**src/rtl/core/isp_pkg.sv**
```systemverilog
// ----------------------------------------------------------------------------
// Infix to postfix converter package
// Beat types, token and result codes, stack entry kinds and sequencer states.
// ----------------------------------------------------------------------------
package isp_pkg;

	typedef struct packed {
		logic [2:0]  req_type;
		logic [2:0]  op_code;
		logic [5:0]  func_id;
		logic [63:0] operand_value;
	} req_t;

	typedef struct packed {
		logic [2:0]  out_kind;
		logic [63:0] out_value;
		logic [2:0]  out_op;
		logic [5:0]  out_func;
		logic [1:0]  out_arity;
		logic [3:0]  err_code;
		logic        last;
	} res_t;

	typedef struct packed {
		logic       op_we;
		logic       op_re;
		logic [7:0] op_wdata;
		logic       ar_we;
		logic       ar_re;
		logic [1:0] ar_wdata;
	} stk_ctl_t;

	localparam logic [2:0] TOK_NUMBER = 3'd0;
	localparam logic [2:0] TOK_CONST  = 3'd1;
	localparam logic [2:0] TOK_FUNC   = 3'd2;
	localparam logic [2:0] TOK_OPER   = 3'd3;
	localparam logic [2:0] TOK_LPAREN = 3'd4;
	localparam logic [2:0] TOK_RPAREN = 3'd5;
	localparam logic [2:0] TOK_COMMA  = 3'd6;
	localparam logic [2:0] TOK_END    = 3'd7;

	localparam logic [2:0] OP_ADD = 3'd0;
	localparam logic [2:0] OP_SUB = 3'd1;
	localparam logic [2:0] OP_MUL = 3'd2;
	localparam logic [2:0] OP_POW = 3'd5;

	localparam logic [2:0] KND_NUMBER = 3'd0;
	localparam logic [2:0] KND_CONST  = 3'd1;
	localparam logic [2:0] KND_OPER   = 3'd2;
	localparam logic [2:0] KND_FUNC   = 3'd3;
	localparam logic [2:0] KND_NEG    = 3'd4;
	localparam logic [2:0] KND_ERROR  = 3'd5;
	localparam logic [2:0] KND_END    = 3'd6;

	localparam logic [3:0] ERR_ARITY      = 4'd1;
	localparam logic [3:0] ERR_NO_LPAREN  = 4'd2;
	localparam logic [3:0] ERR_EMPTY_PAR  = 4'd3;
	localparam logic [3:0] ERR_UNMATCHED  = 4'd4;
	localparam logic [3:0] ERR_EMPTY_ARG  = 4'd5;
	localparam logic [3:0] ERR_STRAY_COMMA = 4'd6;
	localparam logic [3:0] ERR_UNCLOSED   = 4'd7;
	localparam logic [3:0] ERR_BAD_TOKEN  = 4'd8;
	localparam logic [3:0] ERR_OVERFLOW   = 4'd9;
	localparam logic [3:0] ERR_UNDERFLOW  = 4'd10;

	localparam logic [1:0] EK_OP   = 2'd0;
	localparam logic [1:0] EK_NEG  = 2'd1;
	localparam logic [1:0] EK_LPAR = 2'd2;
	localparam logic [1:0] EK_FUNC = 2'd3;

	typedef enum logic [3:0] {
		ST_IDLE,
		ST_DISPATCH,
		ST_OP_RD,
		ST_OP_EV,
		ST_LP_RD,
		ST_LP_EV,
		ST_AR_RD,
		ST_AR_EV,
		ST_CM_RD,
		ST_CM_EV,
		ST_PUSH,
		ST_ERR,
		ST_END,
		ST_DONE
	} st_t;

	typedef enum logic [1:0] {
		MD_FLUSH,
		MD_RPAR,
		MD_COMMA,
		MD_END
	} mode_t;

endpackage

```
**src/rtl/core/infix_to_postfix_converter.sv**
```systemverilog
// ----------------------------------------------------------------------------
// Infix to postfix converter
// A token passes the idle, dispatch and done states, a read and an evaluate
// state per stack read, the push state per operator, negate or parenthesis
// push, a read state per scan that meets an empty stack, and the error and
// end states per error and end beat, plus any output stall, paced by the
// registered stack read data. Results leave through an output register; the
// last leaves as the token finishes. Reset clears state, pointers, flags only.
// ----------------------------------------------------------------------------
module infix_to_postfix_converter import isp_pkg::*; #(
	parameter int STACK_DEPTH = 16
) (
	input  logic clk,
	input  logic arst_n,
	input  logic req_valid,
	output logic req_stall,
	input  req_t req,
	output logic res_valid,
	input  logic res_stall,
	output res_t res
);

	localparam int AW = $clog2(STACK_DEPTH);
	localparam int TW = $clog2(STACK_DEPTH + 1);
	localparam logic [TW-1:0] FULL = TW'(STACK_DEPTH);

	st_t           state_q, state_d;
	mode_t         mode_q, mode_d;
	req_t          tok_q;
	logic [TW-1:0] op_top_q, op_top_d;
	logic [TW-1:0] ar_top_q, ar_top_d;
	logic          expect_q, expect_d;
	logic          need_lp_q, need_lp_d;
	logic          err_seen_q, err_seen_d;
	logic [3:0]    err_code_q, err_code_d;
	logic [7:0]    push_q, push_d;
	logic [5:0]    func_q, func_d;
	logic          ret_op_q, ret_op_d;
	logic          hold_v_q;
	res_t          hold_q;
	logic          res_valid_q;
	res_t          res_q;

	stk_ctl_t      ctl;
	logic [AW-1:0] op_addr, ar_addr;
	logic [7:0]    op_rdata;
	logic [1:0]    ar_rdata;
	logic [TW-1:0] top_m1, top_m2, ar_m1;
	logic          put_req, blocked, put_go, out_free;
	res_t          put_data;
	logic [1:0]    ek;
	logic [2:0]    tp, inc_p;
	logic          inc_r, pops;

	function automatic logic [2:0] prec_of(logic [7:0] e);
		logic [2:0] p;
		if (e[7:6] == EK_NEG) begin
			p = 3'd5;
		end else if (e[2:0] == OP_POW) begin
			p = 3'd4;
		end else if (e[2:0] >= OP_MUL) begin
			p = 3'd3;
		end else begin
			p = 3'd2;
		end
		return p;
	endfunction

	function automatic res_t entry_res(logic [7:0] e);
		res_t r;
		r = '0;
		if (e[7:6] == EK_NEG) begin
			r.out_kind  = KND_NEG;
			r.out_arity = 2'd1;
		end else begin
			r.out_kind = KND_OPER;
			r.out_op   = e[2:0];
		end
		return r;
	endfunction

	isp_stacks #(
		.STACK_DEPTH(STACK_DEPTH)
	) u_stacks (
		.clk      (clk),
		.ctl      (ctl),
		.op_addr  (op_addr),
		.ar_addr  (ar_addr),
		.op_rdata (op_rdata),
		.ar_rdata (ar_rdata)
	);

	assign req_stall = (state_q != ST_IDLE);
	assign res_valid = res_valid_q;
	assign res       = res_q;
	assign out_free  = !res_valid_q || !res_stall;

	assign top_m1 = op_top_q - TW'(1);
	assign top_m2 = op_top_q - TW'(2);
	assign ar_m1  = ar_top_q - TW'(1);
	assign ek     = op_rdata[7:6];
	assign tp     = prec_of(op_rdata);
	assign inc_p  = prec_of({EK_OP, 3'd0, tok_q.op_code});
	assign inc_r  = (tok_q.op_code == OP_POW);
	assign pops   = (ek == EK_OP || ek == EK_NEG) && !(tp < inc_p || (tp == inc_p && inc_r));

	always_comb begin
		state_d    = state_q;
		mode_d     = mode_q;
		op_top_d   = op_top_q;
		ar_top_d   = ar_top_q;
		expect_d   = expect_q;
		need_lp_d  = need_lp_q;
		err_seen_d = err_seen_q;
		err_code_d = err_code_q;
		push_d     = push_q;
		func_d     = func_q;
		ret_op_d   = ret_op_q;
		put_req    = 1'b0;
		put_data   = '0;
		ctl        = '0;
		op_addr    = top_m1[AW-1:0];
		ar_addr    = ar_m1[AW-1:0];

		unique case (state_q)
			ST_IDLE: begin
				if (req_valid) begin
					state_d = ST_DISPATCH;
				end
			end
			ST_DISPATCH: begin
				if (err_seen_q) begin
					state_d = (tok_q.req_type == TOK_END) ? ST_END : ST_DONE;
				end else if (need_lp_q && tok_q.req_type != TOK_LPAREN) begin
					err_code_d = ERR_NO_LPAREN;
					state_d    = ST_ERR;
				end else begin
					case (tok_q.req_type) inside
						TOK_NUMBER, TOK_CONST: begin
							put_req            = 1'b1;
							put_data.out_kind  = (tok_q.req_type == TOK_CONST) ?
								KND_CONST : KND_NUMBER;
							put_data.out_value = tok_q.operand_value;
							expect_d           = 1'b0;
							state_d            = ST_DONE;
						end
						TOK_FUNC: begin
							if (op_top_q == FULL || ar_top_q == FULL) begin
								err_code_d = ERR_OVERFLOW;
								state_d    = ST_ERR;
							end else begin
								ctl.op_we    = 1'b1;
								ctl.op_wdata = {EK_FUNC, tok_q.func_id};
								op_addr      = op_top_q[AW-1:0];
								ctl.ar_we    = 1'b1;
								ctl.ar_wdata = 2'd1;
								ar_addr      = ar_top_q[AW-1:0];
								op_top_d     = op_top_q + TW'(1);
								ar_top_d     = ar_top_q + TW'(1);
								need_lp_d    = 1'b1;
								expect_d     = 1'b1;
								state_d      = ST_DONE;
							end
						end
						TOK_OPER: begin
							if (tok_q.op_code > OP_POW) begin
								err_code_d = ERR_BAD_TOKEN;
								state_d    = ST_ERR;
							end else if (expect_q && tok_q.op_code == OP_SUB) begin
								push_d  = {EK_NEG, 6'd0};
								state_d = ST_PUSH;
							end else if (expect_q && tok_q.op_code == OP_ADD) begin
								state_d = ST_DONE;
							end else begin
								push_d   = {EK_OP, 3'd0, tok_q.op_code};
								expect_d = 1'b1;
								mode_d   = MD_FLUSH;
								state_d  = ST_OP_RD;
							end
						end
						TOK_LPAREN: begin
							need_lp_d = 1'b0;
							expect_d  = 1'b1;
							push_d    = {EK_LPAR, 6'd0};
							state_d   = ST_PUSH;
						end
						TOK_RPAREN: begin
							if (expect_q) begin
								err_code_d = ERR_EMPTY_PAR;
								state_d    = ST_ERR;
							end else begin
								mode_d  = MD_RPAR;
								state_d = ST_OP_RD;
							end
						end
						TOK_COMMA: begin
							if (expect_q) begin
								err_code_d = ERR_EMPTY_ARG;
								state_d    = ST_ERR;
							end else begin
								mode_d  = MD_COMMA;
								state_d = ST_OP_RD;
							end
						end
						default: begin
							mode_d  = MD_END;
							state_d = ST_OP_RD;
						end
					endcase
				end
			end
			ST_OP_RD: begin
				if (op_top_q == '0) begin
					unique case (mode_q)
						MD_FLUSH: state_d = ST_PUSH;
						MD_RPAR: begin
							err_code_d = ERR_UNMATCHED;
							state_d    = ST_ERR;
						end
						MD_COMMA: begin
							err_code_d = ERR_STRAY_COMMA;
							state_d    = ST_ERR;
						end
						default: state_d = ST_END;
					endcase
				end else begin
					ctl.op_re = 1'b1;
					state_d   = ST_OP_EV;
				end
			end
			ST_OP_EV: begin
				if (mode_q == MD_FLUSH) begin
					if (pops) begin
						op_top_d = top_m1;
						put_req  = 1'b1;
						put_data = entry_res(op_rdata);
						state_d  = ST_OP_RD;
					end else begin
						state_d = ST_PUSH;
					end
				end else if (ek == EK_LPAR) begin
					if (mode_q == MD_END) begin
						err_code_d = ERR_UNCLOSED;
						state_d    = ST_ERR;
					end else if (mode_q == MD_RPAR) begin
						op_top_d = top_m1;
						expect_d = 1'b0;
						state_d  = ST_LP_RD;
					end else if (op_top_q < TW'(2) || ar_top_q == '0) begin
						err_code_d = ERR_STRAY_COMMA;
						state_d    = ST_ERR;
					end else begin
						state_d = ST_LP_RD;
					end
				end else begin
					op_top_d = top_m1;
					if (ek == EK_FUNC) begin
						func_d   = op_rdata[5:0];
						ret_op_d = 1'b1;
						state_d  = ST_AR_RD;
					end else begin
						put_req  = 1'b1;
						put_data = entry_res(op_rdata);
						state_d  = ST_OP_RD;
					end
				end
			end
			ST_LP_RD: begin
				if (mode_q == MD_COMMA) begin
					ctl.op_re = 1'b1;
					op_addr   = top_m2[AW-1:0];
					state_d   = ST_LP_EV;
				end else if (op_top_q == '0) begin
					state_d = ST_DONE;
				end else begin
					ctl.op_re = 1'b1;
					state_d   = ST_LP_EV;
				end
			end
			ST_LP_EV: begin
				if (mode_q == MD_COMMA) begin
					if (ek != EK_FUNC) begin
						err_code_d = ERR_STRAY_COMMA;
						state_d    = ST_ERR;
					end else begin
						state_d = ST_CM_RD;
					end
				end else if (ek == EK_FUNC) begin
					op_top_d = top_m1;
					func_d   = op_rdata[5:0];
					ret_op_d = 1'b0;
					state_d  = ST_AR_RD;
				end else begin
					state_d = ST_DONE;
				end
			end
			ST_AR_RD: begin
				if (ar_top_q == '0) begin
					err_code_d = ERR_UNDERFLOW;
					state_d    = ST_ERR;
				end else begin
					ctl.ar_re = 1'b1;
					state_d   = ST_AR_EV;
				end
			end
			ST_AR_EV: begin
				ar_top_d = ar_m1;
				if (ar_rdata == 2'd0 || ar_rdata == 2'd3) begin
					err_code_d = ERR_ARITY;
					state_d    = ST_ERR;
				end else begin
					put_req            = 1'b1;
					put_data.out_kind  = KND_FUNC;
					put_data.out_func  = func_q;
					put_data.out_arity = ar_rdata;
					state_d            = ret_op_q ? ST_OP_RD : ST_DONE;
				end
			end
			ST_CM_RD: begin
				ctl.ar_re = 1'b1;
				state_d   = ST_CM_EV;
			end
			ST_CM_EV: begin
				if (ar_rdata != 2'd3) begin
					ctl.ar_we    = 1'b1;
					ctl.ar_wdata = ar_rdata + 2'd1;
				end
				expect_d = 1'b1;
				state_d  = ST_DONE;
			end
			ST_PUSH: begin
				if (op_top_q == FULL) begin
					err_code_d = ERR_OVERFLOW;
					state_d    = ST_ERR;
				end else begin
					ctl.op_we    = 1'b1;
					ctl.op_wdata = push_q;
					op_addr      = op_top_q[AW-1:0];
					op_top_d     = op_top_q + TW'(1);
					state_d      = ST_DONE;
				end
			end
			ST_ERR: begin
				put_req           = 1'b1;
				put_data.out_kind = KND_ERROR;
				put_data.err_code = err_code_q;
				err_seen_d        = 1'b1;
				state_d           = (tok_q.req_type == TOK_END) ? ST_END : ST_DONE;
			end
			ST_END: begin
				put_req           = 1'b1;
				put_data.out_kind = KND_END;
				op_top_d          = '0;
				ar_top_d          = '0;
				expect_d          = 1'b1;
				need_lp_d         = 1'b0;
				err_seen_d        = 1'b0;
				state_d           = ST_DONE;
			end
			ST_DONE: begin
				if (!hold_v_q || out_free) begin
					state_d = ST_IDLE;
				end
			end
			default: state_d = ST_IDLE;
		endcase

		blocked = put_req && hold_v_q && !out_free;
		if (blocked) begin
			state_d    = state_q;
			mode_d     = mode_q;
			op_top_d   = op_top_q;
			ar_top_d   = ar_top_q;
			expect_d   = expect_q;
			need_lp_d  = need_lp_q;
			err_seen_d = err_seen_q;
			err_code_d = err_code_q;
			push_d     = push_q;
			func_d     = func_q;
			ret_op_d   = ret_op_q;
			ctl        = '0;
		end
	end

	assign put_go = put_req && !blocked;

	always_ff @(posedge clk or negedge arst_n) begin
		if (!arst_n) begin
			state_q     <= ST_IDLE;
			mode_q      <= MD_FLUSH;
			op_top_q    <= '0;
			ar_top_q    <= '0;
			expect_q    <= 1'b1;
			need_lp_q   <= 1'b0;
			err_seen_q  <= 1'b0;
			ret_op_q    <= 1'b0;
			hold_v_q    <= 1'b0;
			res_valid_q <= 1'b0;
		end else begin
			state_q    <= state_d;
			mode_q     <= mode_d;
			op_top_q   <= op_top_d;
			ar_top_q   <= ar_top_d;
			expect_q   <= expect_d;
			need_lp_q  <= need_lp_d;
			err_seen_q <= err_seen_d;
			ret_op_q   <= ret_op_d;
			if (put_go) begin
				hold_v_q <= 1'b1;
			end else if (state_q == ST_DONE && out_free) begin
				hold_v_q <= 1'b0;
			end
			if ((put_go && hold_v_q) || (state_q == ST_DONE && hold_v_q && out_free)) begin
				res_valid_q <= 1'b1;
			end else if (!res_stall) begin
				res_valid_q <= 1'b0;
			end
		end
	end

	always_ff @(posedge clk) begin
		err_code_q <= err_code_d;
		push_q     <= push_d;
		func_q     <= func_d;
		if (state_q == ST_IDLE && req_valid) begin
			tok_q <= req;
		end
		if (put_go) begin
			hold_q <= put_data;
		end
		if (put_go && hold_v_q) begin
			res_q <= {hold_q[$bits(res_t)-1:1], 1'b0};
		end else if (state_q == ST_DONE && hold_v_q && out_free) begin
			res_q <= {hold_q[$bits(res_t)-1:1], 1'b1};
		end
	end

endmodule

```
**src/rtl/core/isp_stacks.sv**
```systemverilog
// ----------------------------------------------------------------------------
// Operator and arity stack memories
// Two single-port synchronous memories with registered read data.
// ----------------------------------------------------------------------------
module isp_stacks import isp_pkg::*; #(
	parameter int STACK_DEPTH = 16,
	localparam int AW = $clog2(STACK_DEPTH)
) (
	input  logic          clk,
	input  stk_ctl_t      ctl,
	input  logic [AW-1:0] op_addr,
	input  logic [AW-1:0] ar_addr,
	output logic [7:0]    op_rdata,
	output logic [1:0]    ar_rdata
);

	logic [7:0] op_mem [STACK_DEPTH];
	logic [1:0] ar_mem [STACK_DEPTH];
	logic [7:0] op_rdata_q;
	logic [1:0] ar_rdata_q;

	always_ff @(posedge clk) begin
		if (ctl.op_we) begin
			op_mem[op_addr] <= ctl.op_wdata;
		end
		if (ctl.op_re) begin
			op_rdata_q <= op_mem[op_addr];
		end
	end

	always_ff @(posedge clk) begin
		if (ctl.ar_we) begin
			ar_mem[ar_addr] <= ctl.ar_wdata;
		end
		if (ctl.ar_re) begin
			ar_rdata_q <= ar_mem[ar_addr];
		end
	end

	assign op_rdata = op_rdata_q;
	assign ar_rdata = ar_rdata_q;

endmodule
```
**config.mk**
```make
export PLATFORM = sky130hd
export DESIGN_NAME = infix_to_postfix_converter
export DESIGN_NICKNAME = d
export VERILOG_FILES = /design/src/rtl/core/isp_pkg.sv /design/src/rtl/core/infix_to_postfix_converter.sv /design/src/rtl/core/isp_stacks.sv
export SDC_FILE = /design/constraint.sdc
export NUM_CORES = 1
export LEC_CHECK = 0
export ABC_AREA = 1
export BUFFER_PORTS_ARGS = -buffer_cell sky130_fd_sc_hd__buf_2
export CAP_MARGIN = 20
export CORE_MARGIN = 2
export CORE_UTILIZATION = 46
export CTS_BUF_LIST = sky130_fd_sc_hd__clkbuf_16
export CTS_CLUSTER_DIAMETER = 60
export DETAILED_ROUTE_END_ITERATION = 12
export PLACE_DENSITY = 0.64
export SLEW_MARGIN = 15
export SYNTH_ARGS = -nofsm -noshare
export SYNTH_HDL_FRONTEND = slang
export SYNTH_HIERARCHICAL = 1
export SYNTH_SLANG_ARGS = --single-unit
export TNS_END_PERCENT = 1
```
**constraint.sdc**
```tcl
create_clock -name clk -period 12.38 [get_ports clk]
set_input_delay 1.857 -clock clk [delete_from_list [all_inputs] [get_ports clk]]
set_output_delay 1.857 -clock clk [all_outputs]
set_load 0.02 [all_outputs]
```
# Word-level counts from Yosys, hierarchy flattened
# Memories as Yosys holds them, arrays and structs flattened. A register that Yosys moved wholly into a read port is not among the register bits.
# Index checks and enable logic that the tools add are counted.
# word_totals
register_bits	281
memories	2
output_inout_bits	85
elab_cells	408
inputBits	80
mem_bits_rw	160
# mem_list
name	depth	width	rd	rd_clocked_by_memory_dff	write_ports	line	source
u_stacks.op_mem	16	8	1	1	1	isp_stacks.sv:17	logic [7:0] op_mem [STACK_DEPTH];
u_stacks.ar_mem	16	2	1	1	1	isp_stacks.sv:18	logic [1:0] ar_mem [STACK_DEPTH];
# classes
bitwise_logic	5
reduce_logical	61
eq_ne	87
n_lt_le_gt_ge	5
n_mux	212
add_sub_neg	6
# op_table
op	n
83-bit 2-to-1 mux	6
4-bit 2-to-1 mux	64
65-bit 2-to-1 mux	2
64-bit case mux with 2 select lines	1
5-bit 2-to-1 mux	18
67-bit 2-to-1 mux	1
1-bit 2-to-1 mux	59
8-bit 2-to-1 mux	7
2-bit != test (second input constant)	28
4-bit case mux with 13 select lines	1
9-bit 2-to-1 mux	5
3-bit != test (second input constant)	12
8-bit case mux with 2 select lines	2
2-bit 2-to-1 mux	14
4-bit case mux with 7 select lines	1
13-bit AND reduction	2
5-bit case mux with 5 select lines	1
4-bit == test (second input constant)	6
3-bit 2-to-1 mux	8
6-bit 2-to-1 mux	4
21-bit AND reduction	1
5-bit by 4-bit != test with 1-bit output (second input constant)	4
3-bit == test (second input constant)	6
6-bit != test (second input constant)	3
other kinds (53)	120

# Logic depth before layout (Yosys ltp)
# logic_depth
ltp_word	19
ltp_mapped	20
ltp_nobuf	18

# By module
# Netlist, hierarchy kept.
# by_module_without_submodules
module	area_per_inst_um2	cells_per_inst	seq_area_each_um2	instances
infix_to_postfix_converter	12249.2	1147	8229.1	1
isp_stacks	7175.6	707	5104.9	1

# Worst setup path after synthesis
# No wires, ideal clock.
# synth_timing
path_type	input to register
start	in req_valid
end	reg tok_q[0] in the netlist's numbering (enable)
n_path_buf	0
path_slack_ns	6.812
cell_stages	2
setup_ns	0.511
t_required_ns	11.869
t_arrival_ns	5.057
path_cell_list	inv_1 -> nor2_1
# synth_between
elab_chain_len	1
# synth_rtl
item	line	source
start, declared	infix_to_postfix_converter.sv:15	input logic req_valid,
1-bit logical AND	infix_to_postfix_converter.sv:425	if (state_q == ST_IDLE && req_valid) begin
end signal, assigned	infix_to_postfix_converter.sv:426	tok_q <= req;
end, declared	infix_to_postfix_converter.sv:29	req_t tok_q;
# Every way passes these cells.
# A chain may end at the register's enable or synchronous reset.

==> run metrics <==
sequential share of the synthesized area=68.6%; Final Setup Violations=0; Gate Count Post-Synth=1854; CTS Buffer Depth=3; worst slack at placement=7.30 ns; switching power=2.43 mW; most frequent cells in the layout=nand2_1 (613), edfxtp_1 (425), inv_1 (255); worst min-delay path category=reg -> reg; worst rel slew slack=30.4%; post-DP HPWL=29.1 mm; overall routing resource usage=20.0%; Final nets=2127; post-route setup slack=7.18 ns; CP Data Required Time=12.57 ns; Cell Chain, Critical Path=inv_1, ha_1, nand3_1, nand3_1, inv_1, nand3_1, nand2_1, nor2_1, o21ai_4, buf_4, inv_2, nand3_1, nor2_1; largest net degree at the start of global routing=83; Detailed Routing Iterations Pass 1=6; internal power=3.71 mW; period utilization=42.0%; clk_lat worst skew=0.59 ns; # clock sinks=448; clock share of power=25.1%; Layout fillers=3673; flops & latches, synth=448; area leader, netlist=edfxtp_1; first-pass GRT wire length=67.9 mm; worst-margin pin slew=1.04 ns; critical path peak fanout=67; cts hold-fix bufs=0; maximum clock rate=192 MHz; average cell area after synthesis=10.5 um2; gr ovfl total=0; Residual DRC=0; setup_tns=0 ns; type of origin of the critical path=register; unrepaired setup endpoints after global routing=no; DR WL/cell=16.6 um; Slew Limit Fails=0; max capacitance violation total=0; htree depth=2; Leak=9.84 nW; Total Power=6.14 mW; final std cells w/o fill=2608; Die X=209 um; Die H=209 um; critical path arrival=5.39 ns; Combinational Power Share=37.9%; Post-synth ARST share=4.91%; yosys warns=6; number of global-route vias before repair=12222; Layout area overhead=15.8%; antenna violations before repair=3; status=complete, no violations; Initial Utilization=46.4%; Tmin final=5.20 ns; CP endpoint kind=register; synth top area cells=edfxtp_1 (66%), nand2_1 (12%), inv_1 (4.9%); CTS tree=built; post-route ant nets=0; Post-synth EDFFs=425; sw frac=39.6%; postcts setup bufs=0; post-synth top area share=65.7%; Placed Cells=2515; core area=41900 um2; die area=43900 um2; routability congestion estimate from global placement=0.969; CTS clock-pin slew for the worst setup and hold paths=0.06 ns; commonest non-fill, non-tap cell in the layout=nand2_1; routed wire length=43.4 mm; sequential share of power=37.0%; Max VDD drop=0.135 mV; Crit-path slowest cell=inv_2; worst setup path category=reg -> reg; Vias per Instance=4.92; CP top delay family=simple AND/OR/NAND/NOR gates; net count after synthesis=1952; dpl cell area=20700 um2; PD cells=273 nW/um2; buffers and inverters on the worst path=4; final instance area=22500 um2; routed via count=12843; Most common cell on crit path=nand3_1; Netlist cell types=36; Iter 0 DRT Violations=857; CTS root buf=clkbuf_16; Ant. Diodes=0; Site Rows=75; Port Buf Inserts=164; max incr delay on CP=0.83 ns; io pins=165; number of gates resized after cts=0; post-synthesis cell area=19400 um2; Final Skew=0.0376 ns; TritonCTS buffer count=49; Synth Flop Type=edfxtp_1; final hold vios=0; layout cell share with drive strength beyond 1=17.3%
through the flow:
| stage | hold WS [ns] | util (%) |
|---|---|---|
| floorplan | 0.400 | - |
| global placement | 0.410 | 49.5 |
| detailed placement | 0.408 | 49.5 |
| CTS | 0.422 | 53.7 |
| global route | 0.424 | 53.7 |
| finish | 0.418 | 53.7 |
final timing paths:
path	startpoint	end	slack (ns)	depth (start not counted)
min reg2reg	u_stacks/op_rdata[4]$_DFFE_PP_	func_q[4]$_DFFE_PP_	0.42	0
max	op_top_q[1]$_DFFE_PN0P_	u_stacks/op_mem[8][5]$_DFFE_PP_	7.18	13
min	u_stacks/op_rdata[4]$_DFFE_PP_	func_q[4]$_DFFE_PP_	0.42	0
max in group asynchronous	arst_n	ret_op_q$_DFFE_PN0P_	10.66	1
max reg2reg	op_top_q[1]$_DFFE_PN0P_	u_stacks/op_mem[8][5]$_DFFE_PP_	7.18	13
min in group asynchronous	arst_n	ar_top_q[4]$_DFFE_PN0P_	1.30	1
cell families (layout without fill, tap and decap cells):
kind of cell / count (synthesis) / after routing / share of synthesized area [%]
and+or+nand+nor: 997 / 997 / 21.2
DFF: 448 / 448 / 68.6
buffers and inverters: 314 / 529 / 6.64
AOI/OAI and AO/OA: 67 / 67 / 1.93
adders and majority gates: 18 / 18 / 1.16
xor gates and xnor gates: 10 / 10 / 0.451
layout make-up:
class	count	area (um2)	share of cell area (%)
clock buffer	50	1250	5.56
clock inverter	41	477	2.12
inverter	262	987	4.39
multi-input combinational	1092	4830	21.5
sequential	448	13300	59.3
tap	539	674	3.00
timing repair buffer	176	931	4.14
power groups by stage:
| stage | registers (mW) | logic [mW] | clock network [mW] |
|---|---|---|---|
| after global routing | 2.31 | 2.62 | 1.63 |
| after global placement | 2.30 | 2.29 | 0 |
| final | 2.27 | 2.33 | 1.54 |
| after CTS | 2.28 | 2.32 | 1.57 |
| after floorplan | 2.44 | 1.56 | 0 |
| after detailed placement | 2.31 | 2.31 | 0 |
synthesized netlist by cell type (all sizes together) (7+ instances only):
library cell  number
a21oi             21
o21ai             32
dfrtp             21
edfxtp           425
nand2            619
buf               40
ha                18
xor2               8
nand4             23
nor2             280
clkbuf            12
nor3               7
nand3             63
inv              260
per-layer routing:
metal	GRT usage (%)	up-vias	wire length, um	share of wire [%]
li1	-	6313	-	-
met1	27.9	5992	19600	45
met2	31.7	452	19500	45
met3	4.31	82	3300	7.6
met4	5.87	4	971	2.2
met5	0	-	27	0.062
worst reg2reg max path, stage by stage, from the launching register on:
cell,delay (ns)
dfrtp_1,0.44
inv_1,0.15
ha_1,0.26
nand3_1,0.18
nand3_1,0.19
inv_1,0.09
nand3_1,0.45
nand2_1,0.31
nor2_1,0.25
o21ai_4,0.06
buf_4,0.33
inv_2,0.88
nand3_1,0.53
nor2_1,0.68
registers in the layout, indices dropped and copies added, names as in the netlist, 4 cells and up:
name               count
push_q                 5
hold_q                82
tok_q                 76
u_stacks/ar_mem       32
ar_top_q               5
state_q                4
u_stacks/op_rdata      8
op_top_q               5
u_stacks/op_mem      128
res                   83
func_q                 6
err_code_q             4
Power figures use the tool's default switching activity.
